File: src/ate_pkg.sv
// ----------------------------------------------------------------------------
// ate_pkg
// Types, codes and defaults shared by the array table engine.
// ----------------------------------------------------------------------------
package ate_pkg;

	localparam int DEPTH_DEF = 128;
	localparam logic [7:0] CAPACITY_RESET = 8'd128;

	typedef enum logic [2:0] {
		CMD_APPEND = 3'd0,
		CMD_INSERT = 3'd1,
		CMD_DELETE = 3'd2,
		CMD_SORT   = 3'd3,
		CMD_SEARCH = 3'd4,
		CMD_READ   = 3'd5,
		CMD_CLEAR  = 3'd6,
		CMD_NOP    = 3'd7
	} cmd_t;

	typedef enum logic [1:0] {
		ST_OK       = 2'd0,
		ST_FULL     = 2'd1,
		ST_NOTFOUND = 2'd2,
		ST_RANGE    = 2'd3
	} status_t;

	typedef enum logic [3:0] {
		S_IDLE,
		S_DECODE,
		S_INS_CHK,
		S_INS_WR,
		S_DEL_CHK,
		S_DEL_CMP,
		S_DEL_SH,
		S_DEL_WR,
		S_SRT_OUT,
		S_SRT_KEY,
		S_SRT_CHK,
		S_SRT_CMP,
		S_BS_CHK,
		S_BS_CMP,
		S_RD_DATA,
		S_FIN
	} state_t;

	typedef enum logic [2:0] {
		RA_J,
		RA_JM1,
		RA_JP1,
		RA_MID,
		RA_POS,
		RA_I
	} raddr_sel_t;

	typedef enum logic {
		WA_J,
		WA_COUNT
	} waddr_sel_t;

	typedef enum logic [1:0] {
		WD_VALUE,
		WD_RDATA,
		WD_KEY
	} wdata_sel_t;

	typedef enum logic [2:0] {
		J_HOLD,
		J_COUNT,
		J_ZERO,
		J_I,
		J_DEC,
		J_INC,
		J_MID
	} j_op_t;

	typedef enum logic [1:0] {
		I_HOLD,
		I_ONE,
		I_INC
	} i_op_t;

	typedef enum logic [1:0] {
		BS_HOLD,
		BS_INIT,
		BS_LO,
		BS_HI
	} bs_op_t;

	typedef enum logic [1:0] {
		C_HOLD,
		C_INC,
		C_DEC,
		C_CLR
	} cnt_op_t;

	typedef struct packed {
		logic       latch;
		logic       mem_rd;
		raddr_sel_t raddr_sel;
		logic       mem_wr;
		waddr_sel_t waddr_sel;
		wdata_sel_t wdata_sel;
		j_op_t      j_op;
		i_op_t      i_op;
		logic       key_ld;
		bs_op_t     bs_op;
		cnt_op_t    cnt_op;
		logic       st_ld;
		status_t    st_val;
		logic       found_set;
		logic       rd_ld;
		logic       out_ld;
	} dp_ctl_t;

	typedef struct packed {
		cmd_t cmd;
		logic full;
		logic ins_bad;
		logic rd_bad;
		logic j_at_ins;
		logic j_zero;
		logic j_at_count;
		logic j_last;
		logic i_done;
		logic eq_value;
		logic gt_key;
		logic lt_value;
		logic lo_ge_hi;
	} dp_flags_t;

endpackage

File: src/ate_ctrl.sv
// ----------------------------------------------------------------------------
// ate_ctrl
// Command sequencer: steps the datapath through each command.
// ----------------------------------------------------------------------------
module ate_ctrl (
	input  logic               clk,
	input  logic               arst_n,
	input  logic               in_valid,
	output logic               in_ready,
	output logic               out_valid,
	input  logic               out_ready,
	input  ate_pkg::dp_flags_t flags,
	output ate_pkg::dp_ctl_t   ctl
);

	ate_pkg::state_t state_q, state_d;
	logic out_valid_q;

	always_ff @(posedge clk or negedge arst_n) begin
		if (!arst_n) begin
			state_q     <= ate_pkg::S_IDLE;
			out_valid_q <= 1'b0;
		end else begin
			state_q <= state_d;
			if (ctl.out_ld) begin
				out_valid_q <= 1'b1;
			end else if (out_ready) begin
				out_valid_q <= 1'b0;
			end
		end
	end

	assign out_valid = out_valid_q;
	assign in_ready  = (state_q == ate_pkg::S_IDLE);

	always_comb begin
		state_d = state_q;
		unique case (state_q)
			ate_pkg::S_IDLE: begin
				if (in_valid) state_d = ate_pkg::S_DECODE;
			end
			ate_pkg::S_DECODE: begin
				unique case (flags.cmd)
					ate_pkg::CMD_INSERT: begin
						state_d = (flags.full || flags.ins_bad) ? ate_pkg::S_FIN
							: ate_pkg::S_INS_CHK;
					end
					ate_pkg::CMD_DELETE: state_d = ate_pkg::S_DEL_CHK;
					ate_pkg::CMD_SORT, ate_pkg::CMD_SEARCH: state_d = ate_pkg::S_SRT_OUT;
					ate_pkg::CMD_READ: begin
						state_d = flags.rd_bad ? ate_pkg::S_FIN : ate_pkg::S_RD_DATA;
					end
					default: state_d = ate_pkg::S_FIN;
				endcase
			end
			ate_pkg::S_INS_CHK: begin
				state_d = flags.j_at_ins ? ate_pkg::S_FIN : ate_pkg::S_INS_WR;
			end
			ate_pkg::S_INS_WR: state_d = ate_pkg::S_INS_CHK;
			ate_pkg::S_DEL_CHK: begin
				state_d = flags.j_at_count ? ate_pkg::S_FIN : ate_pkg::S_DEL_CMP;
			end
			ate_pkg::S_DEL_CMP: begin
				state_d = flags.eq_value ? ate_pkg::S_DEL_SH : ate_pkg::S_DEL_CHK;
			end
			ate_pkg::S_DEL_SH: begin
				state_d = flags.j_last ? ate_pkg::S_FIN : ate_pkg::S_DEL_WR;
			end
			ate_pkg::S_DEL_WR: state_d = ate_pkg::S_DEL_SH;
			ate_pkg::S_SRT_OUT: begin
				if (!flags.i_done) begin
					state_d = ate_pkg::S_SRT_KEY;
				end else if (flags.cmd == ate_pkg::CMD_SEARCH) begin
					state_d = ate_pkg::S_BS_CHK;
				end else begin
					state_d = ate_pkg::S_FIN;
				end
			end
			ate_pkg::S_SRT_KEY: state_d = ate_pkg::S_SRT_CHK;
			ate_pkg::S_SRT_CHK: begin
				state_d = flags.j_zero ? ate_pkg::S_SRT_OUT : ate_pkg::S_SRT_CMP;
			end
			ate_pkg::S_SRT_CMP: begin
				state_d = flags.gt_key ? ate_pkg::S_SRT_CHK : ate_pkg::S_SRT_OUT;
			end
			ate_pkg::S_BS_CHK: begin
				state_d = flags.lo_ge_hi ? ate_pkg::S_FIN : ate_pkg::S_BS_CMP;
			end
			ate_pkg::S_BS_CMP: begin
				state_d = flags.eq_value ? ate_pkg::S_FIN : ate_pkg::S_BS_CHK;
			end
			ate_pkg::S_RD_DATA: state_d = ate_pkg::S_FIN;
			ate_pkg::S_FIN: begin
				if (!out_valid_q || out_ready) state_d = ate_pkg::S_IDLE;
			end
			default: state_d = ate_pkg::S_IDLE;
		endcase
	end

	always_comb begin
		ctl = '0;
		unique case (state_q)
			ate_pkg::S_IDLE: ctl.latch = in_valid;
			ate_pkg::S_DECODE: begin
				unique case (flags.cmd)
					ate_pkg::CMD_APPEND: begin
						if (flags.full) begin
							ctl.st_ld  = 1'b1;
							ctl.st_val = ate_pkg::ST_FULL;
						end else begin
							ctl.mem_wr    = 1'b1;
							ctl.waddr_sel = ate_pkg::WA_COUNT;
							ctl.wdata_sel = ate_pkg::WD_VALUE;
							ctl.cnt_op    = ate_pkg::C_INC;
						end
					end
					ate_pkg::CMD_INSERT: begin
						if (flags.full) begin
							ctl.st_ld  = 1'b1;
							ctl.st_val = ate_pkg::ST_FULL;
						end else if (flags.ins_bad) begin
							ctl.st_ld  = 1'b1;
							ctl.st_val = ate_pkg::ST_RANGE;
						end else begin
							ctl.j_op = ate_pkg::J_COUNT;
						end
					end
					ate_pkg::CMD_DELETE: ctl.j_op = ate_pkg::J_ZERO;
					ate_pkg::CMD_SORT, ate_pkg::CMD_SEARCH: ctl.i_op = ate_pkg::I_ONE;
					ate_pkg::CMD_READ: begin
						if (flags.rd_bad) begin
							ctl.st_ld  = 1'b1;
							ctl.st_val = ate_pkg::ST_RANGE;
						end else begin
							ctl.mem_rd    = 1'b1;
							ctl.raddr_sel = ate_pkg::RA_POS;
						end
					end
					ate_pkg::CMD_CLEAR: ctl.cnt_op = ate_pkg::C_CLR;
					default: ;
				endcase
			end
			ate_pkg::S_INS_CHK: begin
				if (flags.j_at_ins) begin
					ctl.mem_wr    = 1'b1;
					ctl.waddr_sel = ate_pkg::WA_J;
					ctl.wdata_sel = ate_pkg::WD_VALUE;
					ctl.cnt_op    = ate_pkg::C_INC;
				end else begin
					ctl.mem_rd    = 1'b1;
					ctl.raddr_sel = ate_pkg::RA_JM1;
				end
			end
			ate_pkg::S_INS_WR: begin
				ctl.mem_wr    = 1'b1;
				ctl.waddr_sel = ate_pkg::WA_J;
				ctl.wdata_sel = ate_pkg::WD_RDATA;
				ctl.j_op      = ate_pkg::J_DEC;
			end
			ate_pkg::S_DEL_CHK: begin
				if (flags.j_at_count) begin
					ctl.st_ld  = 1'b1;
					ctl.st_val = ate_pkg::ST_NOTFOUND;
				end else begin
					ctl.mem_rd    = 1'b1;
					ctl.raddr_sel = ate_pkg::RA_J;
				end
			end
			ate_pkg::S_DEL_CMP: begin
				if (!flags.eq_value) ctl.j_op = ate_pkg::J_INC;
			end
			ate_pkg::S_DEL_SH: begin
				if (flags.j_last) begin
					ctl.cnt_op = ate_pkg::C_DEC;
				end else begin
					ctl.mem_rd    = 1'b1;
					ctl.raddr_sel = ate_pkg::RA_JP1;
				end
			end
			ate_pkg::S_DEL_WR: begin
				ctl.mem_wr    = 1'b1;
				ctl.waddr_sel = ate_pkg::WA_J;
				ctl.wdata_sel = ate_pkg::WD_RDATA;
				ctl.j_op      = ate_pkg::J_INC;
			end
			ate_pkg::S_SRT_OUT: begin
				if (!flags.i_done) begin
					ctl.mem_rd    = 1'b1;
					ctl.raddr_sel = ate_pkg::RA_I;
				end else if (flags.cmd == ate_pkg::CMD_SEARCH) begin
					ctl.bs_op = ate_pkg::BS_INIT;
				end
			end
			ate_pkg::S_SRT_KEY: begin
				ctl.key_ld = 1'b1;
				ctl.j_op   = ate_pkg::J_I;
			end
			ate_pkg::S_SRT_CHK: begin
				if (flags.j_zero) begin
					ctl.mem_wr    = 1'b1;
					ctl.waddr_sel = ate_pkg::WA_J;
					ctl.wdata_sel = ate_pkg::WD_KEY;
					ctl.i_op      = ate_pkg::I_INC;
				end else begin
					ctl.mem_rd    = 1'b1;
					ctl.raddr_sel = ate_pkg::RA_JM1;
				end
			end
			ate_pkg::S_SRT_CMP: begin
				ctl.mem_wr    = 1'b1;
				ctl.waddr_sel = ate_pkg::WA_J;
				if (flags.gt_key) begin
					ctl.wdata_sel = ate_pkg::WD_RDATA;
					ctl.j_op      = ate_pkg::J_DEC;
				end else begin
					ctl.wdata_sel = ate_pkg::WD_KEY;
					ctl.i_op      = ate_pkg::I_INC;
				end
			end
			ate_pkg::S_BS_CHK: begin
				if (flags.lo_ge_hi) begin
					ctl.st_ld  = 1'b1;
					ctl.st_val = ate_pkg::ST_NOTFOUND;
				end else begin
					ctl.mem_rd    = 1'b1;
					ctl.raddr_sel = ate_pkg::RA_MID;
					ctl.j_op      = ate_pkg::J_MID;
				end
			end
			ate_pkg::S_BS_CMP: begin
				if (flags.eq_value) begin
					ctl.found_set = 1'b1;
				end else if (flags.lt_value) begin
					ctl.bs_op = ate_pkg::BS_HI;
				end else begin
					ctl.bs_op = ate_pkg::BS_LO;
				end
			end
			ate_pkg::S_RD_DATA: ctl.rd_ld = 1'b1;
			ate_pkg::S_FIN: ctl.out_ld = !out_valid_q || out_ready;
			default: ;
		endcase
	end

endmodule

File: config.mk
export PLATFORM = sky130hd
export DESIGN_NAME = ate_ctrl
export DESIGN_NICKNAME = d
export VERILOG_FILES = /design/src/ate_pkg.sv /design/src/ate_ctrl.sv
export SDC_FILE = /design/constraint.sdc
export NUM_CORES = 1
export LEC_CHECK = 0
export ABC_AREA = 1
export BUFFER_PORTS_ARGS = -buffer_cell sky130_fd_sc_hd__buf_2
export CORE_MARGIN = 3
export CORE_UTILIZATION = 47
export DETAILED_ROUTE_END_ITERATION = 10
export PLACE_DENSITY_LB_ADDON = 0.1
export SETUP_SLACK_MARGIN = 0.4
export SLEW_MARGIN = 20
export SYNTH_ARGS = -nofsm -noshare
export SYNTH_HDL_FRONTEND = slang
export SYNTH_SLANG_ARGS = --single-unit
File: constraint.sdc
create_clock -name clk -period 2.9 [get_ports clk]
set_input_delay 0.435 -clock clk [delete_from_list [all_inputs] [get_ports clk]]
set_output_delay 0.435 -clock clk [all_outputs]
set_load 0.03 [all_outputs]
==> results of run 1 <==
[Yosys cell counts (2+ instances only)]
cell type | count | area share
nand3_1 | 23 | 0.14
nand4_1 | 4 | 0.031
nand3b_1 | 2 | 0.018
a21oi_1 | 4 | 0.024
o211ai_1 | 2 | 0.018
dfrtp_1 | 5 | 0.15
o21ai_0 | 6 | 0.037
nand2_1 | 45 | 0.21
nor2_1 | 25 | 0.11
nor3_1 | 3 | 0.018
o21bai_1 | 2 | 0.018
inv_1 | 35 | 0.16
[kinds of logic after synthesis]
| group | count (synthesis) |
|---|---|
| compound gates | 16 |
| simple gates | 107 |
| buf+inv | 35 |
| flops | 5 |
[power by group through the flow]
stage	logic [W]	registers [W]	clock network, W
floorplan	0.000605	0.000158	0
global placement	0.000831	0.000148	0
detailed placement	0.000829	0.000152	0
CTS	0.000832	0.000150	0.0000854
global route	0.000913	0.000157	0.0000925
finish	0.000836	0.000152	0.0000841
[layer usage]
metal,wire [µm],up-vias,part of all wire
met3,231,4,0.090
met4,42,0,0.016
met5,0,-,0
li1,-,618,-
met1,1090,525,0.42
met2,1210,65,0.47
[cell usage in the layout (no fill, tap or decap)]
master / count
nand2_1: 45
buf_2: 45
inv_1: 35
nor2_1: 25
nand3_1: 23
o21ai_0: 6
dfrtp_1: 5
nand4_1: 4
a21oi_1: 4
nor3_1: 3
clkbuf_4: 3
o21bai_1: 2
nand3b_1: 2
o211ai_1: 2
nor2_4: 1
nor2_2: 1
a31oi_1: 1
nand2_2: 1
or2_1: 1
o31ai_1: 1
nor4_1: 1
clkbuf_1: 1
dlygate4sd3_1: 1
[sequential cells by signal, indices dropped and copies added (netlist names)]
name	count
out_valid	1
state_q	4
[stage by stage]
| step | setup WS [ns] | util | total power, W |
|---|---|---|---|
| floorplan | 0.469 | - | 0.000762 |
| global placement | 1.00 | 0.675 | 0.000979 |
| detailed placement | 0.941 | 0.675 | 0.000980 |
| CTS | 0.670 | 0.698 | 0.00107 |
| global route | 0.537 | 0.698 | 0.00116 |
| finish | 0.648 | 0.698 | 0.00107 |
[final cells by class]
class | count | share of cell area
clock buffer | 4 | 0.0239
tap | 16 | 0.0182
sequential | 5 | 0.114
multi-input combinational | 123 | 0.511
timing repair buffer | 46 | 0.214
inverter | 35 | 0.119
[worst paths after layout]
check                                        from                      to  slack [ns]  cells after the start
setup / recovery           state_q[1]$_DFFE_PN0P_                 ctl[23]        0.65                      7
setup reg to reg           state_q[1]$_DFFE_PN0P_  state_q[0]$_DFFE_PN0P_        1.53                      5
hold reg to reg             out_valid$_DFFE_PN0P_   out_valid$_DFFE_PN0P_        0.56                      2
max in group asynchronous                  arst_n  state_q[0]$_DFFE_PN0P_        2.23                      2
min in group asynchronous                  arst_n  state_q[3]$_DFFE_PN0P_        0.54                      2
hold / removal                          out_ready   out_valid$_DFFE_PN0P_        0.38                      2
[repair_timing]
action | CTS | global route
setup endpoints to repair | 0 | 0
endpoints found under the hold margin | 5 | 0
hold buffers | 1 | 0
==> reports/summary.txt, run 1 <==
Layout Nets -> 233
dpl cells -> 224
final slew viol count -> 0
power share of the sequential group -> 0.142
Initial Util -> 0.520
Gates resized, CTS repair -> 0
Pre-Repair DR Iteration Count -> 4
die span in x -> 47.8 µm
DRT Wirelength -> 2580 µm
CTS buffer count -> 3
Top Ports -> 46
LEAKAGE -> 0.774 nW
synthesized area per cell -> 5.03 µm²
met1 usage -> 0.313
root buffer cell -> clkbuf_4
gr ovfl total -> 0
DRT iter0 DRCs -> 45
Vias/cell -> 5.29
Max Freq -> 444 MHz
pwr dens -> 974 mW/mm²
Cell Chain, Critical Path -> nor2_2 > nand2_2 > or2_1 > nand2_1 > inv_1 > nand3_1 > buf_2
clk sink count -> 5
Slew headroom -> 0.753
Mapped Cells -> 163
H-Tree Depth -> 1
# rows -> 14
main combinational cell family by area after synthesis -> simple AND/OR/NAND/NOR gates
EDFF count, synth -> 0
Reg clk slew, reported paths -> 0.04 ns
Hold WS -> 0.380 ns
VDD IR-drop max -> 0.653 mV
Post-synth ARST share -> 1.00
Cell Area, Synth -> 820 µm²
DRC viols -> 0
first-pass GRT wire length -> 3950 µm
max-cap violations -> 0
critical path peak fanout -> 8
startpoint types -> flop
simple-gate portion of the synthesized area -> 0.573
status -> completed
Adder-Cell Fraction of Synth Area -> 0
Clk pwr share -> 0.078
final worst path period share -> 0.777
pin count of the biggest net entering global routing -> 9
sequential area share after synthesis -> 0.153
Final Hold Vio Count -> 0
Worst path slowest cell -> dfrtp_1
crit path kind -> reg -> out
Crit path arrival time -> 1.82 ns
worst hold path type -> in -> reg
Vias -> 1,212
skew final -> 0.00219 ns
grt met3 use -> 0.0451
internal power -> 0.000397 W
port bufs -> 45
Placer Congestion -> 0.919
Die Y -> 47.8 µm
Data required, critical path -> 2.47 ns
Net Sw Frac -> 0.630
core area -> 0.00158 mm²
Final Cell Area -> 0.00110 mm²
Bufs on Longest Clock Path -> 2
postcts setup bufs -> 0
TritonCTS clock tree -> yes
RSZ-0062 raised after global routing -> no
post-synthesis compound-gate area fraction -> 0.115
post-synthesis xor/xnor area fraction -> 0
Area Growth Syn to Fin -> 34.4%
multiplexer share of the synthesized area -> 0
gr usage total -> 0.248
ANT nets after route -> 0
DP Wirelength -> 2170 µm
placed cell area -> 0.00106 mm²
Top FF cell, synth -> dfrtp_1
clk_lat worst skew -> 0.25 ns
vias in the first global route -> 967
die area -> 0.00228 mm²
initial antenna violation count -> 0
CP max stage delay -> 0.46 ns
layout cell share with drive strength beyond 1 -> 0.239
CP delay by family, top -> simple AND/OR/NAND/NOR gates
Final Non-Filler Cells -> 229
Yosys warning total -> 0
synthesized net count -> 182
routed len/inst -> 11.3 µm
Psw -> 0.000675 W
Multi-input gate area -> 563 µm²
Ant. Diodes -> 0
Period minus WS final -> 2.25 ns
global routing's busiest layer -> met2
Yosys cell types -> 19
Comb pwr share -> 0.780
Bufs and invs on worst path -> 2
Worst-Margin Slew -> 0.370 ns
Filler Cells Inserted -> 156
FF+latch count, synth -> 5
Setup TNS -> 0 ns
met2 usage -> 0.406
setup violators final -> 0
CP Capture Type -> output pin
Register Area -> 125 µm²
Note: power is estimated with default switching activity, not from simulation.
==> run 2: changes to the inputs <==
--- a/config.mk
+++ b/config.mk
@@ -8,7 +8,7 @@
 export ABC_AREA = 1
 export BUFFER_PORTS_ARGS = -buffer_cell sky130_fd_sc_hd__buf_2
 export CORE_MARGIN = 3
-export CORE_UTILIZATION = 47
+export CORE_UTILIZATION = 44
 export DETAILED_ROUTE_END_ITERATION = 10
 export PLACE_DENSITY_LB_ADDON = 0.1
 export SETUP_SLACK_MARGIN = 0.4
==> constraint.sdc (replaced) <==
create_clock -name clk -period 2.3 [get_ports clk]
set_input_delay 0.345 -clock clk [delete_from_list [all_inputs] [get_ports clk]]
set_output_delay 0.345 -clock clk [all_outputs]
set_load 0.03 [all_outputs]
==> run 2 against run 1 <==
Compared with the run above:
- register-to-register slack got worse by 0.64 ns
- non-clock buffer count up 12
- clock skew down 0.0015 ns
- flip-flop and latch count stayed put
- clock power up 17%
- critical endpoint unchanged
==> reports/summary.txt, run 2 (same netlist as run 1, synthesis figures left out) <==
DP Wirelength -> 2200 µm
Vias/cell -> 5.32
critical path peak fanout -> 5
Psw -> 0.00106 W
DRC viols -> 0
Data required, critical path -> 1.96 ns
final slew viol count -> 0
met2 usage -> 0.393
vias in the first global route -> 1,106
DRT Wirelength -> 3180 µm
Filler Cells Inserted -> 123
Slew headroom -> 0.841
die area -> 0.00242 mm²
final worst path period share -> 0.844
worst hold path type -> in -> reg
ANT nets after route -> 0
TritonCTS clock tree -> yes
Final Non-Filler Cells -> 249
Reg clk slew, reported paths -> 0.04 ns
Bufs on Longest Clock Path -> 2
startpoint types -> flop
Period minus WS final -> 1.94 ns
Layout Nets -> 245
Initial Util -> 0.503
VDD IR-drop max -> 0.933 mV
Top Ports -> 46
clk sink count -> 5
Vias -> 1,325
clk_lat worst skew -> 0.23 ns
LEAKAGE -> 0.850 nW
total power -> 0.00178 W
crit path kind -> reg -> out
gr usage total -> 0.232
skew final -> 0.000706 ns
Clk pwr share -> 0.056
port bufs -> 45
pwr dens -> 1320 mW/mm²
Most flops, register -> state_q
max-cap violations -> 0
CTS buffer count -> 3
root buffer cell -> clkbuf_4
Final Hold Vio Count -> 0
grt met3 use -> 0.0367
Placer Congestion -> 0.964
Worst Reg2Reg Path Length in Cells -> 7
RSZ-0062 raised after global routing -> yes
Hold WS -> 0.308 ns
gr ovfl total -> 0
Crit path arrival time -> 1.60 ns
die span in x -> 49.2 µm
# rows -> 14
Pre-Repair DR Iteration Count -> 5
met1 usage -> 0.299
layout cell share with drive strength beyond 1 -> 0.413
global routing's busiest layer -> met2
Area Growth Syn to Fin -> 64.6%
initial antenna violation count -> 0
routed len/inst -> 12.8 µm
core area -> 0.00163 mm²
Worst-Margin Slew -> 0.236 ns
Die Y -> 49.2 µm
Max Freq -> 515 MHz
Net Sw Frac -> 0.595
H-Tree Depth -> 1
power share of the sequential group -> 0.135
most frequent cells in the layout -> 41 x nand2_1, 38 x buf_2, 28 x inv_1, 20 x nand3_1, 18 x nor2_1
CP Capture Type -> output pin
pin count of the biggest net entering global routing -> 9
max FFs per register -> 4
DRT iter0 DRCs -> 87
Hold Path Stages -> 2
Setup TNS -> 0 ns
Ant. Diodes -> 0
first-pass GRT wire length -> 4590 µm
internal power -> 0.000719 W
setup violators final -> 0
dpl cells -> 232
most common cell after layout, fill and taps aside -> nand2_1
Comb pwr share -> 0.809
status -> completed
run 2: area by class of cell:
| cell class | count | area [µm²] | share of cell area |
|---|---|---|---|
| Sequential cell | 5 | 130 | 0.0965 |
| Timing Repair Buffer | 58 | 350 | 0.260 |
| Multi-Input combinational cell | 123 | 676 | 0.501 |
| Inverter | 35 | 136 | 0.101 |
| Tap cell | 24 | 30.0 | 0.0223 |
| Clock buffer | 4 | 26.3 | 0.0195 |
run 2: worst max-delay path, stage by stage, from the launching register on:
cell	delay, ns
dfrtp_2	0.46
inv_4	0.06
nor2_4	0.15
nand2_2	0.09
or2_1	0.26
nand2_1	0.08
inv_2	0.05
nand3_2	0.08
buf_6	0.13
run 2: metrics by stage:
step                      setup WS [ns]  utilization  cell area (µm²)
after detailed placement          0.393        0.669             1090
after floorplan                   0.411            -              835
after CTS                         0.348        0.723             1180
after global placement            0.467        0.669             1090
final                             0.359        0.828             1350
after global routing              0.282        0.828             1350
run 2: what timing repair did:
item                                   in CTS  in global routing
setup endpoints to repair                  16                 18
resized for setup                          12                 38
pin swaps                                   1                  7
hold buffers                                1                  0
endpoints found under the hold margin       5                  0
buffers inserted                            3                  9
run 2: per-layer routing:
layer,wire [µm],share of wire
met1,1290,0.40
met5,0,0
met2,1500,0.47
met4,62,0.019
met3,330,0.10
run 2: power groups by stage:
stage	clock network, W	registers [W]	logic [W]
2_1_floorplan	0	0.000204	0.000773
3_3_place_gp	0	0.000195	0.00105
3_5_place_dp	0	0.000198	0.00105
4_1_cts	0.000101	0.000216	0.00113
5_1_grt	0.000109	0.000247	0.00155
6_report	0.0000987	0.000240	0.00144
run 2: path summary, 6_finish.rpt:
check                                       startpoint                     end  slack (ns)
worst min-delay path                         out_ready   out_valid$_DFFE_PN0P_        0.31
worst max register to register  state_q[0]$_DFFE_PN0P_  state_q[0]$_DFFE_PN0P_        0.89
worst max-delay path            state_q[3]$_DFFE_PN0P_                 ctl[23]        0.36
min in group asynchronous                       arst_n  state_q[3]$_DFFE_PN0P_        0.46
max in group asynchronous                       arst_n  state_q[1]$_DFFE_PN0P_        1.70
worst min register to register   out_valid$_DFFE_PN0P_   out_valid$_DFFE_PN0P_        0.56
==> run 3: changes to the inputs <==
==> constraint.sdc (replaced) <==
create_clock -name clk -period 1.8 [get_ports clk]
set_input_delay 0.27 -clock clk [delete_from_list [all_inputs] [get_ports clk]]
set_output_delay 0.27 -clock clk [all_outputs]
set_load 0.03 [all_outputs]
==> run 3 against run 2 <==
Compared with the run above:
- the run now fails in 5_1_grt
- synthesized cell count did not move
- area after synthesis unchanged
==> reports/summary.txt, run 3 <==
DP Wirelength -> 2320 µm
Post-synth ARST share -> 1.00
Run Error -> [ERROR DPL-0038] Utilization greater than 100%, impossible to legalize
count leader, synth -> nand2_1
Bufs on Longest Clock Path -> 2
EDFF count, synth -> 0
Cell Area, Synth -> 820 µm²
Top Ports -> 46
Die Y -> 49.2 µm
clk sink count -> 5
worst endpoint type -> output port
synthesized area per cell -> 5.03 µm²
placed cell area -> 0.00119 mm²
Yosys top cell area share -> 0.206
post-synth top area cell -> nand2_1
Yosys cell types -> 19
root buffer cell -> clkbuf_4
FF+latch count, synth -> 5
CTS buffer count -> 3
pin count of the biggest net entering global routing -> 8
die span in x -> 49.2 µm
commonest cells in the synthesized netlist -> 45 x nand2_1, 35 x inv_1, 25 x nor2_1
# rows -> 14
Top FF cell, synth -> dfrtp_1
dpl ws -> 0.0618 ns
status -> did not finish
Synth area leaders -> nand2_1 21%, inv_1 16%, dfrtp_1 15%
worst setup endpoint GRT -> ctl[6]
Yosys warning total -> 0
Initial Util -> 0.503
sequential area share after synthesis -> 0.153
last flow stage reached -> 5_1_grt
port bufs -> 45
Placer Congestion -> 0.869
synthesized net count -> 182
H-Tree Depth -> 1
Mapped Cells -> 163
-- run 3: cell counts after synthesis --
No cell type changed its count.
-- run 3: cells by family after synthesis --
logic type / count (synthesis) / share of synthesized area
AND/OR/NAND/NOR: 107 / 0.573
buffers and inverters: 35 / 0.160
AO/OA/AOI/OAI: 16 / 0.115
flip-flops: 5 / 0.153
-- run 3: through the flow --
stage               utilization  instances
floorplan                     -        163
global placement          0.730        234
detailed placement        0.730        234
CTS                       0.948        250
-- run 3: timing repair --
| action | CTS |
|---|---|
| gates resized for setup | 77 |
| endpoints found under the hold margin | 5 |
| hold buffers | 1 |
| endpoints found under the setup margin | 26 |
| pin swaps | 12 |
| setup buffers | 11 |
| cloned | 0 |
==> run 4: changes to the inputs <==
--- a/config.mk
+++ b/config.mk
@@ -7,11 +7,10 @@
 export LEC_CHECK = 0
 export ABC_AREA = 1
 export BUFFER_PORTS_ARGS = -buffer_cell sky130_fd_sc_hd__buf_2
-export CORE_MARGIN = 3
-export CORE_UTILIZATION = 44
+export CORE_AREA = 3 3 64 66
 export DETAILED_ROUTE_END_ITERATION = 10
-export PLACE_DENSITY_LB_ADDON = 0.1
-export SETUP_SLACK_MARGIN = 0.4
+export DIE_AREA = 0 0 67 69
+export PLACE_DENSITY_LB_ADDON = 0.15
 export SLEW_MARGIN = 20
 export SYNTH_ARGS = -nofsm -noshare
 export SYNTH_HDL_FRONTEND = slang
==> run 4 against run 3 <==
Compared with the run above:
- the run now ends clean
==> reports/summary.txt, run 4 (same netlist as run 1, synthesis figures left out) <==
LEAKAGE -> 0.922 nW
total power -> 0.00251 W
die area -> 0.00462 mm²
Placer Congestion -> 0.851
Vias/cell -> 4.48
Slew headroom -> 0.845
Final Cell Area -> 0.00151 mm²
final worst path period share -> 0.993
power share of the sequential group -> 0.117
pin count of the biggest net entering global routing -> 8
Vias -> 1,253
Layout Nets -> 252
routed len/inst -> 12.1 µm
Register Area -> 129 µm²
port bufs -> 45
Psw -> 0.00139 W
CP Capture Type -> output pin
CTS buffer count -> 3
max-cap violations -> 0
Ant. Diodes -> 0
CP max stage delay -> 0.46 ns
core area -> 0.00363 mm²
Top Ports -> 46
most frequent cells in the layout -> 36 x nand2_1, 34 x buf_2, 29 x inv_1, 20 x nand3_1, 19 x nor2_1
internal power -> 0.00112 W
TritonCTS clock tree -> yes
Net Sw Frac -> 0.553
Max Freq -> 559 MHz
Comb pwr share -> 0.802
Crit path arrival time -> 1.52 ns
RSZ-0062 raised after global routing -> yes
pwr dens -> 1660 mW/mm²
Worst path most repeated cell -> buf_6
gr usage total -> 0.132
Worst-Margin Slew -> 0.230 ns
setup violators final -> 0
Final Hold Vio Count -> 0
crit path kind -> reg -> out
placed cell area -> 0.00120 mm²
most common cell after layout, fill and taps aside -> nand2_1
DRT Wirelength -> 3390 µm
Pre-Repair DR Iteration Count -> 4
gr ovfl total -> 0
Reg clk slew, reported paths -> 0.04 ns
critical path peak fanout -> 5
Initial Util -> 0.226
startpoint types -> flop
first-pass GRT wire length -> 4940 µm
H-Tree Depth -> 1
VDD IR-drop max -> 0.396 mV
# rows -> 22
DRT iter0 DRCs -> 60
Finished Core Util -> 0.416
Area Growth Syn to Fin -> 84.6%
ANT nets after route -> 0
Multi-input gate area -> 696 µm²
initial antenna violation count -> 0
Most flops, register -> state_q
Filler Cells Inserted -> 397
vias in the first global route -> 1,143
max FFs per register -> 4
final slew viol count -> 0
Worst path slowest cell -> dfrtp_2
Clk pwr share -> 0.081
root buffer cell -> clkbuf_8
Final Non-Filler Cells -> 280
skew final -> 0.00277 ns
DRC viols -> 0
Die Y -> 69 µm
Bufs and invs on worst path -> 3
Bufs on Longest Clock Path -> 2
Cell Chain, Critical Path -> inv_2 > buf_6 > nand2_4 > nor2_4 > nand2_2 > o21ai_1 > a21oi_1 > nand3_2 > buf_6
Period minus WS final -> 1.79 ns
CP delay by family, top -> flip-flops
status -> completed
clk sink count -> 5
clk_lat worst skew -> 0.22 ns
dpl cells -> 267
die span in x -> 67 µm
worst hold path type -> in -> reg
Data required, critical path -> 1.53 ns
DP Wirelength -> 2700 µm
layout cell share with drive strength beyond 1 -> 0.448
run 4: repair_timing:
| item | 4_1_cts | 5_1_grt |
|---|---|---|
| buffers inserted | 0 | 8 |
| pin swaps | 0 | 15 |
| endpoints found under the setup margin | 12 | 18 |
| gates resized for setup | 10 | 57 |
| hold buffers | 1 | 0 |
| hold endpoints to repair | 5 | 0 |
run 4: routing by layer:
metal	track usage	share of wire	routed length (µm)	up-vias
met5	0	0	0	-
met4	0.0180	0.0041	14	0
met3	0.0293	0.069	235	2
met2	0.225	0.48	1640	45
met1	0.170	0.44	1500	549
li1	-	-	-	657
run 4: layout make-up:
cell class | count | area share
multi-input combinational | 123 | 0.460
clock buffer | 4 | 0.0298
timing repair buffer | 65 | 0.299
inverter | 35 | 0.0868
tap | 48 | 0.0397
sequential | 5 | 0.0852
run 4: final timing paths:
| path | from | end | cells after the start | slack (ns) |
|---|---|---|---|---|
| setup / recovery | state_q[3]$_DFFE_PN0P_ | ctl[23] | 9 | 0.01 |
| hold / removal | out_ready | out_valid$_DFFE_PN0P_ | 2 | 0.27 |
| setup reg to reg | state_q[2]$_DFFE_PN0P_ | state_q[2]$_DFFE_PN0P_ | 9 | 0.36 |
| hold reg to reg | out_valid$_DFFE_PN0P_ | out_valid$_DFFE_PN0P_ | 2 | 0.57 |
| max in group asynchronous | arst_n | state_q[2]$_DFFE_PN0P_ | 2 | 1.24 |
| min in group asynchronous | arst_n | out_valid$_DFFE_PN0P_ | 2 | 0.42 |
run 4: per-stage QoR:
stage	setup TNS [ns]	hold slack [ns]	worst slack [ns]
floorplan	0	-0.0256	0.0464
global placement	0	0.0882	0.104
detailed placement	0	0.0891	0.117
CTS	-0.123	0.264	-0.0364
global route	-0.276	0.288	-0.0411
finish	0	0.267	0.0124
run 4: power by group through the flow:
stage	combinational, W	sequential, W	clock (W)
after floorplan	0.000988	0.000260	0
after global placement	0.00155	0.000234	0
after detailed placement	0.00153	0.000233	0
after CTS	0.00159	0.000243	0.000207
after global routing	0.00215	0.000298	0.000217
final	0.00201	0.000293	0.000204
run 4: worst reg2reg max path: cells and delay by family (launching register included):
| family | cells | cell delay (ns) |
|---|---|---|
| simple gates | 5 | 0.53 |
| flops | 1 | 0.47 |
| buf+inv | 3 | 0.34 |
| compound gates | 1 | 0.05 |
